`src/aria_pkg.sv`:
```
package aria_pkg;

  localparam int unsigned BlkW = 128;
  localparam int unsigned CfgW = 64;
  localparam int unsigned IdxW = 3;
  localparam int unsigned MaxKeys = 17;
  localparam int unsigned FifoDepthDef = 2;

  typedef enum logic [IdxW-1:0] {
    RegKey0 = 3'd0,
    RegKey1 = 3'd1,
    RegKey2 = 3'd2,
    RegKey3 = 3'd3,
    RegKeyLen = 3'd4,
    RegDir = 3'd5
  } reg_idx_e;

  function automatic logic [7:0] gmul(input logic [7:0] a, input logic [7:0] b);
    logic [7:0] x;
    logic [7:0] r;
    x = a;
    r = 8'h00;
    for (int i = 0; i < 8; i++) begin
      if (b[i]) r = r ^ x;
      x = {x[6:0], 1'b0} ^ (x[7] ? 8'h1b : 8'h00);
    end
    return r;
  endfunction

  function automatic logic [7:0] gpow(input logic [7:0] a, input int unsigned e);
    logic [7:0] r;
    logic [7:0] p;
    r = 8'h01;
    p = a;
    for (int i = 0; i < 8; i++) begin
      if (e[i]) r = gmul(r, p);
      p = gmul(p, p);
    end
    return r;
  endfunction

  function automatic logic [7:0] s1_f(input logic [7:0] x);
    logic [7:0] b;
    logic [7:0] s;
    b = (x == 8'h00) ? 8'h00 : gpow(x, 254);
    s = b;
    for (int k = 1; k <= 4; k++) s = s ^ ((b << k) | (b >> (8 - k)));
    return s ^ 8'h63;
  endfunction

  function automatic logic [7:0] s2_f(input logic [7:0] x);
    logic [7:0] rows [8];
    logic [7:0] p;
    logic [7:0] t;
    rows = '{8'h7A, 8'hBC, 8'hEB, 8'hB9, 8'h34, 8'h81, 8'hBA, 8'hCB};
    p = (x == 8'h00) ? 8'h00 : gpow(x, 247);
    for (int i = 0; i < 8; i++) t[i] = ^(rows[i] & p);
    return t ^ 8'hE2;
  endfunction

  typedef logic [7:0] sbox_t [256];

  function automatic sbox_t mk_s1();
    sbox_t t;
    for (int i = 0; i < 256; i++) t[i] = s1_f(8'(i));
    return t;
  endfunction

  function automatic sbox_t mk_s2();
    sbox_t t;
    for (int i = 0; i < 256; i++) t[i] = s2_f(8'(i));
    return t;
  endfunction

  function automatic sbox_t mk_x1();
    sbox_t t;
    for (int i = 0; i < 256; i++) t[s1_f(8'(i))] = 8'(i);
    return t;
  endfunction

  function automatic sbox_t mk_x2();
    sbox_t t;
    for (int i = 0; i < 256; i++) t[s2_f(8'(i))] = 8'(i);
    return t;
  endfunction

  localparam sbox_t S1 = mk_s1();
  localparam sbox_t S2 = mk_s2();
  localparam sbox_t X1 = mk_x1();
  localparam sbox_t X2 = mk_x2();

  localparam logic [BlkW-1:0] CK0 = 128'h517cc1b727220a94fe13abe8fa9a6ee0;
  localparam logic [BlkW-1:0] CK1 = 128'h6db14acc9e21c820ff28b1d5ef5de2b0;
  localparam logic [BlkW-1:0] CK2 = 128'hdb92371d2126e9700324977504e8c90e;

  function automatic logic [7:0] byte_of(input logic [BlkW-1:0] v, input int unsigned i);
    return v[BlkW-1-8*i -: 8];
  endfunction

  // odd: S1,S2,X1,X2 ; even: X1,X2,S1,S2
  function automatic logic [BlkW-1:0] subst(input logic [BlkW-1:0] v, input logic even);
    logic [BlkW-1:0] o;
    logic [7:0] b;
    for (int i = 0; i < 16; i++) begin
      b = byte_of(v, i);
      case ((i + (even ? 2 : 0)) % 4)
        0: o[BlkW-1-8*i -: 8] = S1[b];
        1: o[BlkW-1-8*i -: 8] = S2[b];
        2: o[BlkW-1-8*i -: 8] = X1[b];
        default: o[BlkW-1-8*i -: 8] = X2[b];
      endcase
    end
    return o;
  endfunction

  function automatic logic [BlkW-1:0] diffuse(input logic [BlkW-1:0] v);
    int unsigned taps [16][7];
    logic [BlkW-1:0] o;
    logic [7:0] a;
    taps = '{'{3,4,6,8,9,13,14}, '{2,5,7,8,9,12,15}, '{1,4,6,10,11,12,15},
             '{0,5,7,10,11,13,14}, '{0,2,5,8,11,14,15}, '{1,3,4,9,10,14,15},
             '{0,2,7,9,10,12,13}, '{1,3,6,8,11,12,13}, '{0,1,4,7,10,13,15},
             '{0,1,5,6,11,12,14}, '{2,3,5,6,8,13,15}, '{2,3,4,7,9,12,14},
             '{1,2,6,7,9,11,12}, '{0,3,6,7,8,10,13}, '{0,3,4,5,9,11,14},
             '{1,2,4,5,8,10,15}};
    for (int i = 0; i < 16; i++) begin
      a = 8'h00;
      for (int j = 0; j < 7; j++) a = a ^ byte_of(v, taps[i][j]);
      o[BlkW-1-8*i -: 8] = a;
    end
    return o;
  endfunction

  function automatic logic [BlkW-1:0] rotr(input logic [BlkW-1:0] v, input logic [2:0] sel);
    case (sel)
      3'd0: return {v[18:0], v[BlkW-1:19]};
      3'd1: return {v[30:0], v[BlkW-1:31]};
      3'd2: return {v[66:0], v[BlkW-1:67]};
      3'd3: return {v[96:0], v[BlkW-1:97]};
      default: return {v[108:0], v[BlkW-1:109]};
    endcase
  endfunction

endpackage

```
`src/aria_front.sv`:
```
module aria_front import aria_pkg::*; #(
  parameter int unsigned Depth = FifoDepthDef
) (
  input  logic            clk_i,
  input  logic            rst_ni,
  input  logic            valid_i,
  output logic            stall_o,
  input  logic [BlkW-1:0] data_i,
  output logic            q_valid_o,
  input  logic            q_pop_i,
  output logic [BlkW-1:0] q_data_o
);
  localparam int unsigned PtrW = (Depth > 1) ? $clog2(Depth) : 1;
  logic [BlkW-1:0] buf_q [Depth];
  logic [PtrW-1:0] wp_q, rp_q;
  logic [PtrW:0]   cnt_q;
  logic push;

  assign stall_o   = (cnt_q == (PtrW+1)'(Depth));
  assign push      = valid_i && !stall_o;
  assign q_valid_o = (cnt_q != '0);
  assign q_data_o  = buf_q[rp_q];

  always_ff @(posedge clk_i) begin
    if (push) buf_q[wp_q] <= data_i;
  end

  always_ff @(posedge clk_i or negedge rst_ni) begin
    if (!rst_ni) begin
      wp_q <= '0;
      rp_q <= '0;
      cnt_q <= '0;
    end else begin
      if (push) wp_q <= (wp_q == PtrW'(Depth-1)) ? '0 : wp_q + 1'b1;
      if (q_pop_i) rp_q <= (rp_q == PtrW'(Depth-1)) ? '0 : rp_q + 1'b1;
      cnt_q <= cnt_q + (PtrW+1)'(push) - (PtrW+1)'(q_pop_i);
    end
  end
endmodule

```
`config.mk`:
```
export PLATFORM = sky130hd
export DESIGN_NAME = aria_front
export DESIGN_NICKNAME = d
export VERILOG_FILES = /design/src/aria_pkg.sv /design/src/aria_front.sv
export SDC_FILE = /design/constraint.sdc
export NUM_CORES = 1
export LEC_CHECK = 0
export BUFFER_PORTS_ARGS = -buffer_cell sky130_fd_sc_hd__buf_2
export CAP_MARGIN = 25
export CORE_ASPECT_RATIO = 0.9
export CORE_MARGIN = 2
export CORE_UTILIZATION = 50
export CTS_BUF_LIST = sky130_fd_sc_hd__clkbuf_4 sky130_fd_sc_hd__clkbuf_8 sky130_fd_sc_hd__clkbuf_16
export CTS_CLUSTER_DIAMETER = 50
export CTS_CLUSTER_SIZE = 40
export DETAILED_ROUTE_END_ITERATION = 12
export PLACE_DENSITY = 0.77
export SLEW_MARGIN = 20
export SYNTH_ARGS = -nofsm -noshare
export SYNTH_HDL_FRONTEND = slang
export SYNTH_SLANG_ARGS = --single-unit
```
`constraint.sdc`:
```
create_clock -name clk_i -period 15.1 [get_ports clk_i]
set_input_delay 0.755 -clock clk_i [delete_from_list [all_inputs] [get_ports clk_i]]
set_output_delay 0.755 -clock clk_i [all_outputs]
set_load 0.005 [all_outputs]
```
# Word level (Yosys, flattened, before mapping)
# Memories as Yosys holds them, arrays and structs flattened.
# Cells that the tools add are included.
# W data, S select, Z words.
[totals] output_inout_bits=130 wordCells=16 ram_bits=256 memories=1 regBits=4
[op_classes] reduce_logical=3 muxes=4 n_addsub=4 eq_ne=1
[memory_table] memory="buf_q" words=2 word_bits=128 read_ports=1 rd_clocked_by_memory_dff=0 wr=1 line_no="aria_front.sv:14" source="logic [BlkW-1:0] buf_q [Depth];"
[op_table] cell="$mux W1" n=4
[op_table] cell="$add A1 B1 Y1 const B" n=2
[op_table] cell="$add A2 B1 Y2" n=1
[op_table] cell="$eq A2 B2 Y1 const B" n=1
[op_table] cell="$reduce_bool A2 Y1" n=1
[op_table] cell="$sub A2 B1 Y2" n=1
[op_table] cell="$logic_and A1 B1 Y1" n=1
[op_table] cell="$logic_not A1 Y1" n=1

# Longest topological paths before layout
# Gate-level depths: netlist of the first run.
[logic_depth] ltp_word=5 mapped_depth=7

# Worst setup path before layout of the first run
# No wires, ideal clock.
[synth_timing] kind="input -> register" start="in valid_i" end="mem buf_q[0][0], enable pin" path_buffers=0 setup_slack_ns=8.316 t_required_ns=14.483 stages=2 t_arrival_ns=6.167 path_cell_list="nand2_1 -> nor2_1"
[synth_via] elab_chain_len=3
[synth_rtl] element="from (decl)" line_no="aria_front.sv:6" source="input logic valid_i,"
[synth_rtl] element="$logic_and A1 B1 Y1" line_no="aria_front.sv:20" source="assign push = valid_i && !stall_o;"
[synth_rtl] element="$mux W1" line_no="aria_front.sv:25" source="if (push) buf_q[wp_q] <= data_i;"
[synth_rtl] element="$mux W1 (implied by the code)" line_no="aria_front.sv:25"
[synth_rtl] element="to (decl)" line_no="aria_front.sv:14"
# No other way between the ends.

# Worst setup path in the final report of the first run
[layout_timing] start="reg rp_q" end="out q_data_o[56]"
[layout_via] elab_chain_len=1
[layout_rtl] element="from (decl)" line_no="aria_front.sv:15" source="logic [PtrW-1:0] wp_q, rp_q;"
[layout_rtl] element="from (signal assigned)" line_no="aria_front.sv:35" source="if (q_pop_i) rp_q <= (rp_q == PtrW'(Depth-1)) ? '0 : rp_q + 1'b1;"
[layout_rtl] element="$mem_v2 Z2 W128"
[layout_rtl] element="to (decl)" line_no="aria_front.sv:11" source="output logic [BlkW-1:0] q_data_o"
# No other way between the ends.

==> tab_implementation.tex, run 1 <==
\begin{tabular}{lr}
\hline
Metric & Value \\
\hline
\multicolumn{2}{l}{\textbf{Logic synthesis}} \\
Netlist area before placement & 0.00947 sq mm \\
Number of enable flip-flop cells after synthesis & 256 \\
Cell taking the most area after synthesis & edfxtp\_1 \\
Leading post-synthesis cells by cell area & edfxtp\_1 (81\%), mux2\_2 (15\%), buf\_6 (1.5\%) \\
Commonest cells post-synth & edfxtp\_1 (256), mux2\_2 (128), buf\_6 (13), dfrtp\_1 (4), xnor2\_1 (3) \\
Post-synth cell types & 14 \\
Register area share after synthesis & 82.2\% \\
Post-Synthesis Cells & $\sim$420 \\
Synth Flop Type & edfxtp\_1 \\
Asr flop ratio synth & 1.54\% \\
Net count after synthesis & roughly 550 \\
Mean Syn Cell Area & 22.8 sq um \\
Seq cells post-synth & 260 \\
Portion of synthesized cell area occupied by the leading cell type & 81.1\% \\
Most common cell in the synthesized netlist & edfxtp\_1 \\
Total of warnings raised by yosys & 0 \\
\multicolumn{2}{l}{\textbf{Worst setup path}} \\
Max FO, Critical Path & between 60 and 70 \\
Crit-path cells & buf\_4 -> mux2\_2 -> buf\_2 \\
Type of element launching the critical path & flop \\
Worst Path Class, Setup & flop to output port \\
Worst endpoint required time & 14.35 ns \\
Endpoint type of the worst setup path & output port \\
Crit-path slowest cell & dfrtp\_4 \\
Gate family responsible for the most delay along the worst path & flip-flops \\
Slowest Stage Delay on Critical Path & 0.98 ns \\
Endpoint arrival time on the critical path & between 2 and 3 ns \\
Sum of buffers and inverters on the critical path & 2 \\
\multicolumn{2}{l}{\textbf{Floorplanning}} \\
Site Rows & 47 \\
Placeable core region & 0.0185 sq mm \\
Boundary pin count & 262 \\
Die Span X & approximately 150 um \\
Starting density of the core & 51.3\% \\
Overall die height & between 100 and 150 um \\
Die area & 0.0201 sq mm \\
\multicolumn{2}{l}{\textbf{CTS}} \\
Register clock-pin slew on the reported worst setup and hold paths & $\sim$0.060 ns \\
Buffers inserted by post-CTS timing repair & 0 \\
TritonCTS Buffers & 24 \\
Root buf cell & clkbuf\_16 \\
CTS Sinks & 260 \\
Post-cts resize count & 0 \\
TritonCTS clock tree & done \\
CTS Buffer Depth & 3 \\
Htree depth & 1 \\
Count of hold-fix buffers inserted at cts & 0 \\
Clk Latency, worst-skew pair & a little over 0.5 ns \\
\multicolumn{2}{l}{\textbf{Layout}} \\
Proportion of layout cells with a drive suffix above 1 & 61.9\% \\
Area growth from synthesis to layout & 25.0\% \\
Final-layout fill cell count & 1293 \\
Final antenna diode count & 0 \\
Area used by multi-input combinational logic & 0.00154 sq mm \\
Final Net Count & 826 \\
Register area & 0.00779 sq mm \\
\multicolumn{2}{l}{\textbf{Global routing}} \\
Overflow left after global routing & 0 \\
Global-route usage over all layers & 16.9\% \\
Largest net degree at the start of global routing & 73 \\
Vias in the first global route & 5127 \\
Initial antenna violation count & 2 \\
Wire length of the first global-routing pass & 26.4 mm \\
\multicolumn{2}{l}{\textbf{Status}} \\
Outcome & finished, final reports clean \\
\multicolumn{2}{l}{\textbf{Job}} \\
Max-Cap Viols & 0 \\
\multicolumn{2}{l}{\textbf{Timing}} \\
Max Freq & 272 MHz \\
Worst hold margin & 0.0373 ns \\
Final period utilization & 24.4\% \\
Final min period & 3.68 ns \\
Actual transition at the worst max-transition pin & 0.995 ns \\
Final Slew Violations & 0 \\
Final Hold Violating Endpoints & 0 \\
Max-slew headroom at the worst pin & about a third \\
Setup repair after global routing missed its margin & false \\
Final clock skew & about 0.011 ns \\
Post-route setup TNS & 0 ns \\
Final setup fails & 0 \\
\multicolumn{2}{l}{\textbf{Detailed routing}} \\
Routed wire length & 17.7 mm \\
Total DRC errors in the routed layout & 0 \\
Violation count after the first detailed-route iteration & 226 \\
Total via count after detailed routing & 4821 \\
Post-DRT Antenna Nets & 0 \\
Drt pass-1 iters & 4 \\
Via/cell ratio & 5.05 \\
Average detailed-routed wire length per instance & 18.5 um \\
\multicolumn{2}{l}{\textbf{Placed design}} \\
Global placer's final weighted congestion & 0.760 \\
Half-perimeter wire length of the detailed placement result & 11.8 mm \\
Number of port buffers & 261 \\
\multicolumn{2}{l}{\textbf{Min path}} \\
Worst hold path class & input pin to async pin \\
\multicolumn{2}{l}{\textbf{Power and ir drop}} \\
Pleak & 0.00443 uW \\
Maximum resistive drop on vdd & roughly 0.16 mV \\
Power density over the cells & 190 mW/mm\^{}2 \\
\hline
\end{tabular}
==> cells in the final DEF (no fill, tap or decap), types with 2 or more instances in the layout <==
| cell | count |
|---|---|
| buf_2 | 261 |
| edfxtp_1 | 256 |
| mux2_2 | 128 |
| clkbuf_16 | 25 |
| inv_6 | 4 |
| buf_4 | 4 |
| xnor2_1 | 3 |
| clkinvlp_4 | 3 |
| dfrtp_1 | 3 |
| inv_1 | 2 |
| ha_1 | 2 |
| clkinv_8 | 2 |
| inv_16 | 2 |
==> metal layers <==
metal	share of wire (%)	track usage, %
met5	0.14	0
met2	49	28.3
met4	3.6	6.24
met1	40	20.9
met3	8.1	5.14
==> path summary, 6_finish.rpt <==
path,to,cells after the start,slack (ns),startpoint
max,q_data_o[56],3,11.42,rp_q
max reg2reg,buf_q[1][56],3,12.51,cnt_q[1]
min in group clk_i,buf_q[1][1],1,0.42,data_i[1]
min reg2reg,cnt_q[1],1,0.50,cnt_q[1]
max in group asynchronous,rp_q,1,14.93,rst_ni
min,rp_q,1,0.04,rst_ni
==> cells by family (layout without fill, tap and decap cells) <==
logic type               after synthesis  after routing  share of synthesized area (%)
XOR/XNOR                               4              4                          0.370
adder cells (fa/ha/maj)                2              2                          0.264
buffers and inverters                 16            310                           1.68
flip-flops                           260            260                           82.2
multiplexers                         128            128                           15.2
AND/OR/NAND/NOR                        5              5                          0.277
==> worst reg2reg max path, cell delays in order (launching register included) <==
cell and delay [ns]:
dfrtp_1 0.40, nand2b_1 0.14, and3_4 0.71, buf_4 0.84
==> power by group <==
group / total [uW] / switching, uW / leakage (uW) / internal [uW]
combinational: 559 / 273 / 0.00160 / 287
sequential: 1060 / 68.6 / 0.00242 / 988
clock: 630 / 289 / 0.000408 / 340
total: 2250 / 631 / 0.00443 / 1610
==> area by class of cell <==
| type | instances | area share, % |
|---|---|---|
| sequential | 260 | 65.8 |
| multi-input combinational | 139 | 13.0 |
| timing repair buffer | 265 | 11.3 |
| clock buffer | 25 | 5.28 |
| tap | 245 | 2.59 |
| clock inverter | 18 | 1.99 |
| inverter | 2 | 0.0634 |
==> stage by stage <==
step | total power, uW | worst slack, ns | cells | instance area (sq um) | util, %
floorplan | 1430 | 8.32 | 415 | 9470 | -
global placement | 1620 | 11.98 | 911 | 11000 | 59.5
detailed placement | 1640 | 11.93 | 911 | 11000 | 59.5
CTS | 2270 | 11.38 | 954 | 11800 | 64.1
global route | 2350 | 11.27 | 954 | 11800 | 64.1
finish | 2250 | 11.42 | 954 | 11800 | 64.1
==> state kept, by name (all words and copies together), names as in the netlist <==
name / flops
wp_q: 1
buf_q: 256
rp_q: 1
cnt_q: 2
No activity file was read; power rests on OpenSTA's default activity.
==> run 2: changes to the inputs <==
==> constraint.sdc (replaced) <==
create_clock -name clk_i -period 3.53 [get_ports clk_i]
set_input_delay 0.1765 -clock clk_i [delete_from_list [all_inputs] [get_ports clk_i]]
set_output_delay 0.1765 -clock clk_i [all_outputs]
set_load 0.005 [all_outputs]
==> run 2 against run 1 <==
  * Non-clock buffer count rose by 133
  * Clock power rose to 3.9 times the previous value
  * Core utilization rose by 6.8 points
  * Design area rose by 11%
  * First-iteration DRC count rose by 19%
  * Global-route usage rose by 2.7 points
==> tab_implementation.tex, run 2 (same netlist as run 1, synthesis figures left out) <==
\begin{tabular}{lr}
\hline
Metric & Value \\
\hline
\multicolumn{2}{l}{\textbf{Status}} \\
Outcome & finished, final reports clean \\
\multicolumn{2}{l}{\textbf{Worst setup path}} \\
Max FO, Critical Path & 52 \\
Number of cells traversed by the worst register-to-register path & 4 \\
Endpoint type of the worst setup path & output port \\
Worst flop-to-flop path startpoint & cnt\_q[1] \\
Type of element launching the critical path & flop \\
Worst endpoint required time & about 3.4 ns \\
Worst Path Class, Setup & flop to output port \\
Critical path launch point & rp\_q \\
Endpoint arrival time on the critical path & between 2 and 2.5 ns \\
\multicolumn{2}{l}{\textbf{CTS}} \\
Htree depth & 1 \\
CTS Buffer Depth & 3 \\
Clk Latency, worst-skew pair & approximately 0.5 ns \\
Count of hold-fix buffers inserted at cts & 131 \\
Buffers inserted by post-CTS timing repair & 0 \\
TritonCTS clock tree & done \\
TritonCTS Buffers & 22 \\
Post-cts resize count & 0 \\
Root buf cell & clkbuf\_16 \\
CTS Sinks & 260 \\
Register clock-pin slew on the reported worst setup and hold paths & $\sim$0.070 ns \\
\multicolumn{2}{l}{\textbf{Global routing}} \\
Vias in the first global route & 5810 \\
Wire length of the first global-routing pass & between 30 and 40 mm \\
Largest net degree at the start of global routing & 75 \\
Global-route usage over all layers & 19.5\% \\
Initial antenna violation count & 0 \\
Overflow left after global routing & 0 \\
\multicolumn{2}{l}{\textbf{Timing}} \\
Final Hold Violating Endpoints & 0 \\
Final Slew Violations & 0 \\
Max Freq & slightly below 400 MHz \\
Setup repair after global routing missed its margin & false \\
Final setup fails & 0 \\
Max-slew headroom at the worst pin & about a third \\
Final min period & 2.56 ns \\
Final clock skew & 0.0111 ns \\
Actual transition at the worst max-transition pin & 0.975 ns \\
Final period utilization & 72.4\% \\
Post-route setup TNS & 0 ns \\
\multicolumn{2}{l}{\textbf{Placed design}} \\
Half-perimeter wire length of the detailed placement result & 12.2 mm \\
Number of port buffers & about 260 \\
Global placer's final weighted congestion & 0.849 \\
\multicolumn{2}{l}{\textbf{Detailed routing}} \\
Post-DRT Antenna Nets & 0 \\
Drt pass-1 iters & 4 \\
Via/cell ratio & 4.94 \\
Total DRC errors in the routed layout & 0 \\
Routed wire length & $\sim$20 mm \\
Violation count after the first detailed-route iteration & 268 \\
Total via count after detailed routing & 5360 \\
Average detailed-routed wire length per instance & 18.3 um \\
\multicolumn{2}{l}{\textbf{Power and ir drop}} \\
Power density over the cells & 731 mW/mm\^{}2 \\
Maximum resistive drop on vdd & 0.547 mV \\
Pleak & about 0.005 uW \\
\multicolumn{2}{l}{\textbf{Layout}} \\
Largest register by flop count & buf\_q \\
Proportion of layout cells with a drive suffix above 1 & 52.3\% \\
Leading registers by flop count & buf\_q (256), cnt\_q (2) \\
Flip-flop count of the largest register, all copies and words added & 256 \\
Final Net Count & 957 \\
Area growth from synthesis to layout & 38.2\% \\
Final antenna diode count & 0 \\
Core Util, Final & between 70 and 80\% \\
Most frequent standard cell in the layout excluding fill and tap cells & buf\_2 \\
Commonest cells after routing, fill and taps aside & buf\_2 (261), edfxtp\_1 (256), dlygate4sd3\_1 (131) \\
\multicolumn{2}{l}{\textbf{Min path}} \\
Worst hold path class & input pin to flop \\
Worst Hold Path Cells & 3 \\
Hold path startpoint & valid\_i \\
\multicolumn{2}{l}{\textbf{Floorplanning}} \\
Starting density of the core & 51.3\% \\
Overall die height & 135 um \\
Boundary pin count & between 200 and 300 \\
Die Span X & 149 um \\
Die area & 0.0201 sq mm \\
Site Rows & 47 \\
Placeable core region & 0.0185 sq mm \\
\multicolumn{2}{l}{\textbf{Job}} \\
Max-Cap Viols & 0 \\
\hline
\end{tabular}
[run 2: cell types whose count changed in the layout (fill, tap and decap cells not counted), sizes merged]
| cell | delta |
|---|---|
| dlygate4sd3 | +131 |
| clkinv | -2 |
| inv | -3 |
| clkinvlp | +2 |
| buf | +2 |
[run 2: where the power goes]
part / internal (uW) / switching, uW
sequential: 4220 / 287
combinational: 1350 / 1250
clock: 1340 / 1130
total: 6920 / 2660
[run 2: critical path: stages, from the launching register on]
cell and delay, ns:
dfrtp_4 0.89, buf_4 0.43, mux2_2 0.38, buf_2 0.14
[run 2: per-stage QoR]
stage                     worst slack [ns]  total power [uW]  hold slack [ns]  cells  area [sq um]
after floorplan                      0.593              6060           -0.119    415          9480
after global placement                1.56              6940          -0.0190    913         11000
after detailed placement              1.51              7050          -0.0134    913         11000
after CTS                            0.947              9660           0.0451   1084         13100
after global routing                 0.853             10000           0.0788   1084         13100
final                                0.974              9580           0.0734   1084         13100
[run 2: worst paths after layout]
path | slack (ns) | end
worst max register to register | 1.53 | buf_q[0][30]
max in group asynchronous | 2.75 | rp_q
worst min-delay path | 0.07 | wp_q
min in group asynchronous | 0.59 | wp_q
worst max-delay path | 0.97 | q_data_o[64]
worst min register to register | 0.52 | cnt_q[0]
[run 2: metal layers]
layer,up-vias,track usage [%],wire length (um)
met5,-,0,0
met4,0,7.30,718
met3,54,4.97,1300
met2,206,35.1,10300
met1,2632,22.7,7480
li1,2468,-,-
[run 2: cell type report]
type	count	area (sq um)
inverter	2	7.51
sequential	260	7790
timing repair buffer	398	2690
clock buffer	25	597
multi-input combinational	139	1540
fill	1143	5370
tap	245	307
clock inverter	15	164
==> run 3: changes to the inputs <==
==> constraint.sdc (replaced) <==
create_clock -name clk_i -period 2.5 [get_ports clk_i]
set_input_delay 0.125 -clock clk_i [delete_from_list [all_inputs] [get_ports clk_i]]
set_output_delay 0.125 -clock clk_i [all_outputs]
set_load 0.005 [all_outputs]
==> run 3 against run 2 <==
  * Final cell count increased by 0.37%
  * Combinational power increased by 48%
  * Clock power increased by 52%
  * Worst setup slack got worse by 0.64 ns
  * Largest power group unchanged
  * Global-route usage increased by 0.13 points
  * Highest routed layer unchanged
  * Sequential share of layout area decreased by 0.55 points
  * Count of clock-buffer cells in the layout unchanged
  * Design area increased by 0.94%
  * Routed wire length increased by 1.6%
==> tab_implementation.tex, run 3 (same netlist as run 1, synthesis figures left out) <==
\begin{tabular}{lr}
\hline
Metric & Value \\
\hline
\multicolumn{2}{l}{\textbf{CTS}} \\
Post-cts resize count & 0 \\
CTS Buffer Depth & 3 \\
Clk Latency, worst-skew pair & 0.51 ns \\
Root buf cell & clkbuf\_16 \\
Htree depth & 1 \\
Register clock-pin slew on the reported worst setup and hold paths & around 0.080 ns \\
TritonCTS clock tree & done \\
TritonCTS Buffers & 23 \\
CTS Sinks & 260 \\
\multicolumn{2}{l}{\textbf{Detailed routing}} \\
Total via count after detailed routing & roughly 5300 \\
Violation count after the first detailed-route iteration & 258 \\
Post-DRT Antenna Nets & 0 \\
Via/cell ratio & 4.91 \\
Routed wire length & 20.1 mm \\
Total DRC errors in the routed layout & 0 \\
Average detailed-routed wire length per instance & 18.5 um \\
Drt pass-1 iters & 4 \\
\multicolumn{2}{l}{\textbf{Placed design}} \\
Global placer's final weighted congestion & 0.754 \\
DP Cell Count & 914 \\
Post-Place Setup Slack & $\sim$0.76 ns \\
Number of port buffers & roughly 260 \\
Placed standard-cell area & between 0.01 and 0.015 sq mm \\
Half-perimeter wire length of the detailed placement result & 11.7 mm \\
\multicolumn{2}{l}{\textbf{Power and ir drop}} \\
Maximum resistive drop on vdd & between 0.8 and 0.9 mV \\
Power density over the cells & roughly 1000 mW/mm\^{}2 \\
Pleak & 0.00501 uW \\
\multicolumn{2}{l}{\textbf{Timing}} \\
Final setup fails & 0 \\
Final Hold Violating Endpoints & 0 \\
Final WS setup & around 0.33 ns \\
Final Slew Violations & 0 \\
Max-slew headroom at the worst pin & 57.6\% \\
Worst hold margin & roughly 0.33 ns \\
Setup repair after global routing missed its margin & false \\
Max Freq & roughly 460 MHz \\
Final min period & 2.17 ns \\
Actual transition at the worst max-transition pin & 0.636 ns \\
Final period utilization & 86.8\% \\
Final clock skew & 0.00961 ns \\
Post-route setup TNS & 0 ns \\
\multicolumn{2}{l}{\textbf{Worst setup path}} \\
Critical path launch point & rp\_q \\
Worst Path Class, Setup & flop to output port \\
Worst flop-to-flop path startpoint & cnt\_q[1] \\
Worst endpoint required time & approximately 2.4 ns \\
Type of element launching the critical path & flop \\
Endpoint type of the worst setup path & output port \\
Number of cells traversed by the worst register-to-register path & 3 \\
Endpoint arrival time on the critical path & approximately 2.0 ns \\
Max FO, Critical Path & 53 \\
\multicolumn{2}{l}{\textbf{Layout}} \\
Flip-flop count of the largest register, all copies and words added & 256 \\
Leading registers by flop count & buf\_q (256), cnt\_q (2) \\
Number of standard cells in the final layout excluding fillers & 1088 \\
Area growth from synthesis to layout & 39.5\% \\
Final Net Count & 960 \\
Proportion of layout cells with a drive suffix above 1 & 52.4\% \\
Largest register by flop count & buf\_q \\
Post-route cell area & 0.0132 sq mm \\
Commonest cells after routing, fill and taps aside & buf\_2 (261), edfxtp\_1 (256), dlygate4sd3\_1 (132) \\
Final-layout fill cell count & 1093 \\
Most frequent standard cell in the layout excluding fill and tap cells & buf\_2 \\
\multicolumn{2}{l}{\textbf{Floorplanning}} \\
Starting density of the core & 51.3\% \\
Die area & 0.0201 sq mm \\
Boundary pin count & 262 \\
Overall die height & 135 um \\
Placeable core region & 0.0185 sq mm \\
Die Span X & approximately 150 um \\
Site Rows & 47 \\
\multicolumn{2}{l}{\textbf{Global routing}} \\
Overflow left after global routing & 0 \\
Largest net degree at the start of global routing & 99 \\
Initial antenna violation count & 1 \\
Vias in the first global route & approximately 6000 \\
Global-route usage over all layers & 19.7\% \\
Wire length of the first global-routing pass & 30.4 mm \\
\multicolumn{2}{l}{\textbf{Job}} \\
Max-Cap Viols & 0 \\
\multicolumn{2}{l}{\textbf{Min path}} \\
Worst Hold Path Cells & 2 \\
Worst hold path class & input pin to flop \\
Hold path startpoint & data\_i[24] \\
\multicolumn{2}{l}{\textbf{Status}} \\
Outcome & finished, final reports clean \\
\hline
\end{tabular}
==> run 3: cell count changes in the layout (fill, tap and decap cells not counted), moves of 2 or more <==
cell,before,now
clkinvlp_4,5,0
buf_12,2,5
inv_8,1,3
inv_12,1,3
clkinv_2,3,1
buf_4,4,2
clkinv_8,1,3
==> run 3: worst paths after layout <==
path / slack [ns] / to
setup / recovery: 0.33 / q_data_o[120]
hold / removal: 0.33 / buf_q[0][24]
setup reg to reg: 0.75 / buf_q[1][50]
hold reg to reg: 0.50 / cnt_q[1]
max in group asynchronous: 1.77 / rp_q
min in group asynchronous: 0.55 / rp_q
==> run 3: area by class of cell <==
cell class	instances	area, sq um	share of cell area (%)
timing repair buffer	400	2740	20.8
clock buffer	25	597	4.52
inverter	2	7.51	0.0568
multi-input combinational	139	1540	11.7
clock inverter	16	226	1.71
antenna	1	2.50	0.0189
tap	245	307	2.32
sequential	260	7790	59.0
==> run 3: worst max-delay path, stage by stage (launching register included) <==
cell and delay, ns:
dfrtp_4 0.64, buf_12 0.32, mux2_2 0.39, buf_2 0.13
==> run 3: what timing repair did <==
action / CTS / global route
hold endpoints to repair: 262 / 0
setup buffers: 0 / 0
hold buffers: 132 / 0
==> run 3: power by group <==
part / internal (uW) / switching [uW]
registers: 5950 / 293
logic: 1970 / 1880
clock network: 2050 / 1710
total: 9970 / 3890
==> run 3: metrics by stage <==
stage               power, uW  util, %
finish                  13900     71.6
global placement         9860     59.9
global route            14500     71.6
CTS                     13900     71.6
detailed placement      10000     59.9
floorplan                8550        -
==> run 3: per-layer routing <==
layer / share of wire (%) / GRT usage (%) / up-vias / routed length, um
met2: 54 / 37.8 / 207 / 10900
met3: 6.5 / 4.80 / 33 / 1300
met1: 37 / 21.5 / 2623 / 7480
met5: 0 / 0 / - / 0
li1: - / - / 2477 / -
met4: 2.4 / 5.56 / 0 / 480
